--- config.mk ---
export PLATFORM = sky130hd
export DESIGN_NAME = psmap_div
export DESIGN_NICKNAME = d
export VERILOG_FILES = /design/src/rtl/core/psmap_pkg.sv /design/src/rtl/core/psmap_div.sv
export SDC_FILE = /design/constraint.sdc
export NUM_CORES = 1
export LEC_CHECK = 0
export BUFFER_PORTS_ARGS = -buffer_cell sky130_fd_sc_hd__buf_2
export CAP_MARGIN = 20
export CORE_MARGIN = 5
export CORE_UTILIZATION = 64
export CTS_CLUSTER_SIZE = 16
export DETAILED_ROUTE_END_ITERATION = 10
export PLACE_DENSITY = 0.87
export SYNTH_ARGS = -nofsm -noshare
export SYNTH_HDL_FRONTEND = slang
export SYNTH_SLANG_ARGS = --single-unit
--- constraint.sdc ---
create_clock -name clk_i -period 8.8 [get_ports clk_i]
set_clock_uncertainty 0.05 [all_clocks]
set_input_delay 0.88 -clock clk_i [delete_from_list [all_inputs] [get_ports clk_i]]
set_output_delay 0.88 -clock clk_i [all_outputs]
set_load 0.01 [all_outputs]
--- src/rtl/core/psmap_pkg.sv ---
// Shared widths, constants and types of the polygon second moment block.
package psmap_pkg;

  localparam int unsigned CoordW     = 17;
  localparam int unsigned FracBits   = 16;
  localparam int unsigned ScaleShift = (4 * FracBits > 32) ? (4 * FracBits - 32) : 0;
  localparam int unsigned DiffW      = CoordW + 1;
  localparam int unsigned Len2W      = 2 * CoordW + 2;
  localparam int unsigned CrossW     = Len2W + 1;
  localparam int unsigned MulW       = 39;
  localparam int unsigned ProdW      = 2 * MulW;
  localparam int unsigned AccW       = 112;
  localparam int unsigned QuotW      = 41;
  localparam int unsigned DenBaseW   = Len2W + 3;
  localparam int unsigned DenW       = DenBaseW + ScaleShift;
  localparam int unsigned SumW       = 36;
  localparam int unsigned CntW       = 6;

  localparam logic [QuotW-1:0] TermClamp = QuotW'(1) << 40;

  typedef struct packed {
    logic busy;
    logic done;
  } div_stat_t;

endpackage

--- src/rtl/core/psmap_div.sv ---
// Restoring divider, one quotient bit per cycle, with clamp of the edge term.
module psmap_div (
  input  logic                             clk_i,
  input  logic                             rst_ni,
  input  logic                             start_i,
  input  logic [psmap_pkg::AccW-1:0]       num_i,
  input  logic [psmap_pkg::DenW-1:0]       den_i,
  output logic [psmap_pkg::QuotW-1:0]      quot_o,
  output psmap_pkg::div_stat_t             stat_o
);

  logic [psmap_pkg::DenW-1:0]  rem_q, den_q;
  logic [psmap_pkg::QuotW-1:0] nlo_q, quot_q;
  logic [psmap_pkg::CntW-1:0]  cnt_q;
  logic                        ovf_q, busy_q, done_q;
  logic [psmap_pkg::DenW:0]    trial;
  logic                        ge;

  assign trial = {rem_q, nlo_q[psmap_pkg::QuotW-1]};
  assign ge    = trial >= {1'b0, den_q};

  always_ff @(posedge clk_i or negedge rst_ni) begin
    if (!rst_ni) begin
      busy_q <= 1'b0;
      done_q <= 1'b0;
      cnt_q  <= '0;
      ovf_q  <= 1'b0;
    end else begin
      if (start_i) begin
        den_q  <= den_i;
        quot_q <= '0;
        nlo_q  <= num_i[psmap_pkg::QuotW-1:0];
        rem_q  <= num_i[psmap_pkg::AccW-1:psmap_pkg::QuotW];
        // A quotient of 2^41 or more is clamped without iterating.
        if (num_i[psmap_pkg::AccW-1:psmap_pkg::QuotW] >= den_i) begin
          ovf_q  <= 1'b1;
          done_q <= 1'b1;
        end else begin
          ovf_q  <= 1'b0;
          done_q <= 1'b0;
          busy_q <= 1'b1;
          cnt_q  <= psmap_pkg::CntW'(psmap_pkg::QuotW);
        end
      end else if (busy_q) begin
        rem_q  <= ge ? psmap_pkg::DenW'(trial - {1'b0, den_q})
                     : trial[psmap_pkg::DenW-1:0];
        nlo_q  <= {nlo_q[psmap_pkg::QuotW-2:0], 1'b0};
        quot_q <= {quot_q[psmap_pkg::QuotW-2:0], ge};
        cnt_q  <= cnt_q - 1'b1;
        done_q <= (cnt_q == psmap_pkg::CntW'(1));
        if (cnt_q == psmap_pkg::CntW'(1)) begin
          busy_q <= 1'b0;
        end
      end else begin
        done_q <= 1'b0;
      end
    end
  end

  assign quot_o = (ovf_q || quot_q > psmap_pkg::TermClamp) ? psmap_pkg::TermClamp : quot_q;
  assign stat_o = '{busy: busy_q, done: done_q};

endmodule

* After elaboration in Yosys (flattened, before gate mapping)
Index checks and enable logic that the tools add are counted.
** Word-level totals
- Bits of input ports :: 186
- Flip-flop bits (word level) :: 233
** Operators by class
- Add/sub/neg operators :: 2
- Multiplexer cells :: 17
- Eq/ne operators :: 2
- Magnitude comparators :: 3
- Reductions and logical operators :: 5
** Operators with widths (count)
- two-way mux 71 bit :: 3
- two-way mux 41 bit :: 4
- >= comparator 72 x 71 -> 1 bit :: 1
- >= comparator 71 bit :: 1
- subtractor 71 bit :: 1
- greater-than comparator 41 bit, second input constant :: 1
- two-way mux 6 bit :: 3
- two-way mux 1 bit :: 7
- equality test 6 x 1 -> 1 bit, second input constant :: 1
- AND reduction 2 bit :: 3
- subtractor 6 x 1 -> 6 bit, second input constant :: 1
- != test 2 bit, second input constant :: 1
- nonzero test 2 bit :: 1
- logical OR 1 bit :: 1

* Logic depth before layout (Yosys ltp)
- Depth in word-level cells :: 4
- Mapped depth :: 16
- Gate-level depth less buffers :: 13

* Least setup slack after synthesis
No wires, ideal clock.
- Kind :: input port to flip-flop
- Start point :: in start_i
- End point :: reg nlo_q[0] in the netlist's numbering (enable)
- Data arrival time :: 4.263 ns
- Setup slack :: 4.006 ns
- Buffers on the path :: 3
- Cell stages on the path :: 4
- Data required time :: 8.270 ns
- Library setup time :: 0.480 ns
- Cells stage by stage :: clkbuf_1 clkbuf_1 clkbuf_1 o21a_1
** Between the ends
- Cells in the longest elaborated chain, start to end :: 2
** Ends and longest elaborated chain
- from (decl) :: RTL line psmap_div.sv:5 : input logic start_i,
- nonzero test 2 bit (no line)
- AND reduction 2 bit (no line)
- to (signal assigned) :: RTL line psmap_div.sv:32 : nlo_q <= num_i[psmap_pkg::QuotW-1:0];
- to (signal assigned) :: RTL line psmap_div.sv:47 : nlo_q <= {nlo_q[psmap_pkg::QuotW-2:0], 1'b0};
- to (decl) :: RTL line psmap_div.sv:13 : logic [psmap_pkg::QuotW-1:0] nlo_q, quot_q;
Every way passes these cells.
A chain may end at the register's enable or synchronous reset.

* Worst setup path after layout
- Start point :: reg quot_q[7] in the netlist's numbering
- End point :: out quot_o[37] in the netlist's numbering
** Between the ends
- Cells in the longest elaborated chain, start to end :: 3
** Ends and longest elaborated chain
- from (decl) :: RTL line psmap_div.sv:13
- from (signal assigned) :: RTL line psmap_div.sv:48 : quot_q <= {quot_q[psmap_pkg::QuotW-2:0], ge};
- greater-than comparator 41 bit :: RTL line psmap_div.sv:60 : assign quot_o = (ovf_q || quot_q > psmap_pkg::TermClamp) ? psmap_pkg::TermClamp : quot_q;
- logical OR 1 bit :: RTL line psmap_div.sv:60
- two-way mux 41 bit :: RTL line psmap_div.sv:60
- to (decl) :: RTL line psmap_div.sv:8 : output logic [psmap_pkg::QuotW-1:0] quot_o,
Every way passes these cells.

==> reports/metrics.csv <==
stage;metric;value;unit
route;avgRoutedWirePerCell;19.5;um
route;vias;14300;
logic_synthesis;ys_dominant_reg_cell;edfxtp_1;
status;status;complete, no violations;
power_and_ir_drop;total_leakage_power;8.62;nW
final_layout;mostFrequentLayoutCells;buf_2, edfxtp_1, inv_1, a21oi_1, ha_1;
worst_setup_path;crit_chain;nor4_1 -> nand4_1 -> o31ai_2 -> buf_4 -> and2_1 -> buf_2;
logic_synthesis;synth_seq_area_share;41.6;%
final_layout;fillerInstances;1892;
power_and_ir_drop;power-per-cell-area;209;nW/um2
hold_path;worst_hold_path_type;input pin to flip-flop;
sta;hold_slack;0.452;ns
cts;cts-root-buf;clkbuf_16;
cts;cts.htree.levels;1;
route;vias_per_std_cell;6.21;
worst_setup_path;critical_path.max_fanout;19;
sta;hold_viol;0;
sta;slew_headroom;29.7;%
cts;cts_setup_buffers;0;
grt;grt_pass1_vias;14200;
cts;cts_hold_buf;0;
sta;layout_worst_path_cycle_share;46.7;%
power_and_ir_drop;seq_power_share;36.5;%
worst_setup_path;crit_path_start_kind;flip-flop;
placed_design;globalplace.congestion;0.948;
grt;gr-usage-all-layers;29.3;%
power_and_ir_drop;cellInternalPower;2.57;mW
final_layout;multi_input_comb_area;8780;um2
cts;numCtsBuffers;27;
sta;fin_setup_tns;0;ns
power_and_ir_drop;ir_drop;184;uV
worst_setup_path;criticalPathCategory;flip-flop to primary output;
route;drtIter0Drc;1050;
route;drt_pre_antenna_iters;5;
worst_setup_path;worst_ep_required_time;7.87;ns
placed_design;placement_setup_slack;4.79;ns
logic_synthesis;mappedNetlistNets;2081;
cts;clkLatencyLatePin;0.56;ns
floorplanning;die_area;29500;um2
sta;setup_slack;4.69;ns
grt;grt_start_max_net_pins;117;
cts;clock_tree_buffer_depth;3;
placed_design;post-place-cells;2241;
logic_synthesis;netlist.top_cell.by_area;edfxtp_1;
floorplanning;start_util;64.6;%
logic_synthesis;synth-edff-count;224;
sta;final_setup_violation_count;0;
final_layout;final-seq-area;6950;um2
grt;grt_first_pass_wirelength;70200;um
logic_synthesis;synth.distinct_cells;85;
floorplanning;chipWidth;172;um
logic_synthesis;synth-async-reset-ratio;3.86;%
worst_setup_path;end_kind;primary output;
worst_setup_path;worst_ep_arrival_time;3.18;ns
logic_synthesis;syn_area_per_cell;9.56;um2
sta;timing.final.max_slew_violations;0;
floorplanning;floorplan.rows;59;
sta;layout_min_cycle_time;4.11;ns
logic_synthesis;postSynthRegisterBits;233;
logic_synthesis;synth.area.top_cells;edfxtp_1, ha_1, a21oi_1;
logic_synthesis;synth.cell_area;16700;um2
power_and_ir_drop;power_frac_clock;28.3;%
placed_design;place.port_buffers;228;
placed_design;dp.final_hpwl;32800;um
route;drc_errors;0;
logic_synthesis;postSynthCellCount;1750;
final_layout;layout.nets;2268;
power_and_ir_drop;power.share.combinational;35.2;%
route;ant_nets;0;
cts;cts_repair_resize_count;0;
power_and_ir_drop;p_switching;1.38;mW
floorplanning;core_region_area;25900;um2
sta;fmaxAchievable;243;MHz
grt;grt_overflow;0;
worst_setup_path;cpPeakStageDelay;0.90;ns
cts;number_of_sinks_handled_by_clock_tree_synthesis;233;
sta;rsz_0062_raised_after_global_routing;false;
sta;worst_max_slew_pin_slew;1.05;ns
final_layout;area_delta_synth_final;13.1;%
final_layout;layout.cells.most_common;buf_2;
final_layout;final_cells;2296;
floorplanning;ioPinCount;229;
cts;cts_tree;done;
power_and_ir_drop;netSwitchingFraction;34.9;%
logic_synthesis;synth_top_area_share;40.2;%
final_layout;drive_gt1_share;17.7;%
worst_setup_path;critical-path-slowest-cell;o31ai_2;
cts;cts.reportedPaths.clkPinSlew;0.07;ns
grt;initial_antenna_violation_count;12;
route;postRouteWirelength;44900;um
job;timing.max_cap.violations;0;
floorplanning;die_h;172;um
final_layout;post_route_utilization;73.0;%
logic_synthesis;yosys_warnings;0;
==> layout make-up <==
cell class / count / area share (%)
clock inverters: 13 / 0.800
clock buffers: 36 / 3.75
repair buffers: 239 / 6.71
diodes: 4 / 0.0529
multi-input cells: 1269 / 46.4
flip-flops and latches: 233 / 36.7
inverters: 167 / 3.31
well taps: 335 / 2.21
==> synth_stat cells, drive strengths merged, types with 22 or more instances <==
cell and number:
a21o 56, xnor2 37, clkbuf 43, o21a 34, mux2i 52, nor2 140
a21oi 165, mux2 40, inv 166, buf 37, xor2 22, edfxtp 224
ha 144, o21ai 113, nand4 47, nand2 142, and2 46
==> cells by family after synthesis <==
family	count (synthesis)	share of synthesized area, %
and+or+nand+nor	490	14.4
AOI/OAI and AO/OA	483	18.2
buffers and inverters	248	6.09
DFF	233	41.6
adders and majority gates	145	10.9
muxes	92	5.80
xor gates and xnor gates	59	3.09
==> path summary, 6_finish.rpt <==
check | startpoint | end | slack (ns) | depth (start not counted)
min in group asynchronous | rst_ni | ovf_q$_DFFE_PN0P_ | 0.46 | 2
max in group asynchronous | rst_ni | busy_q$_DFFE_PN0P_ | 7.80 | 2
worst min register to register | cnt_q[5]$_DFFE_PN0P_ | cnt_q[5]$_DFFE_PN0P_ | 0.50 | 2
worst max-delay path | quot_q[7]$_SDFFCE_PP0P_ | quot_o[37] | 4.69 | 6
worst max register to register | den_q[1]$_DFFE_PP_ | rem_q[65]$_DFFE_PP_ | 5.02 | 12
worst min-delay path | den_i[50] | den_q[50]$_DFFE_PP_ | 0.45 | 1
==> power by group through the flow <==
stage | combinational [mW] | clock [mW] | sequential [mW]
final | 1.39 | 1.12 | 1.44
after CTS | 1.36 | 1.13 | 1.44
after floorplan | 1.03 | 0 | 1.44
after detailed placement | 1.35 | 0 | 1.46
after global routing | 1.53 | 1.17 | 1.45
after global placement | 1.31 | 0 | 1.45
==> metal layers <==
layer / share of wire, % / GRT usage [%] / vias up
met5: 0.20 / 0 / -
met4: 3.3 / 9.44 / 16
met3: 8.9 / 7.75 / 124
met2: 47 / 48.9 / 605
met1: 41 / 37.3 / 6769
li1: - / - / 6752
==> through the flow <==
step	power (mW)	instance area [um2]
detailed placement	2.81	18000
global placement	2.76	18000
finish	3.95	18900
global route	4.16	18900
floorplan	2.46	16700
CTS	3.93	18900
==> sequential cells by signal, summed over array words and instances (netlist names) <==
name	flops
den_q	71
rem_q	71
nlo_q	41
quot_q	41
cnt_q	6
busy_q	1
done_q	1
ovf_q	1
==> critical path: cells and delay by family (launching register included) <==
family | cells | cell delay [ns]
AO/OA/AOI/OAI | 1 | 0.90
buffers and inverters | 2 | 0.49
flip-flops | 1 | 0.44
AND/OR/NAND/NOR | 3 | 0.80
No activity file was read; power rests on OpenSTA's default activity.
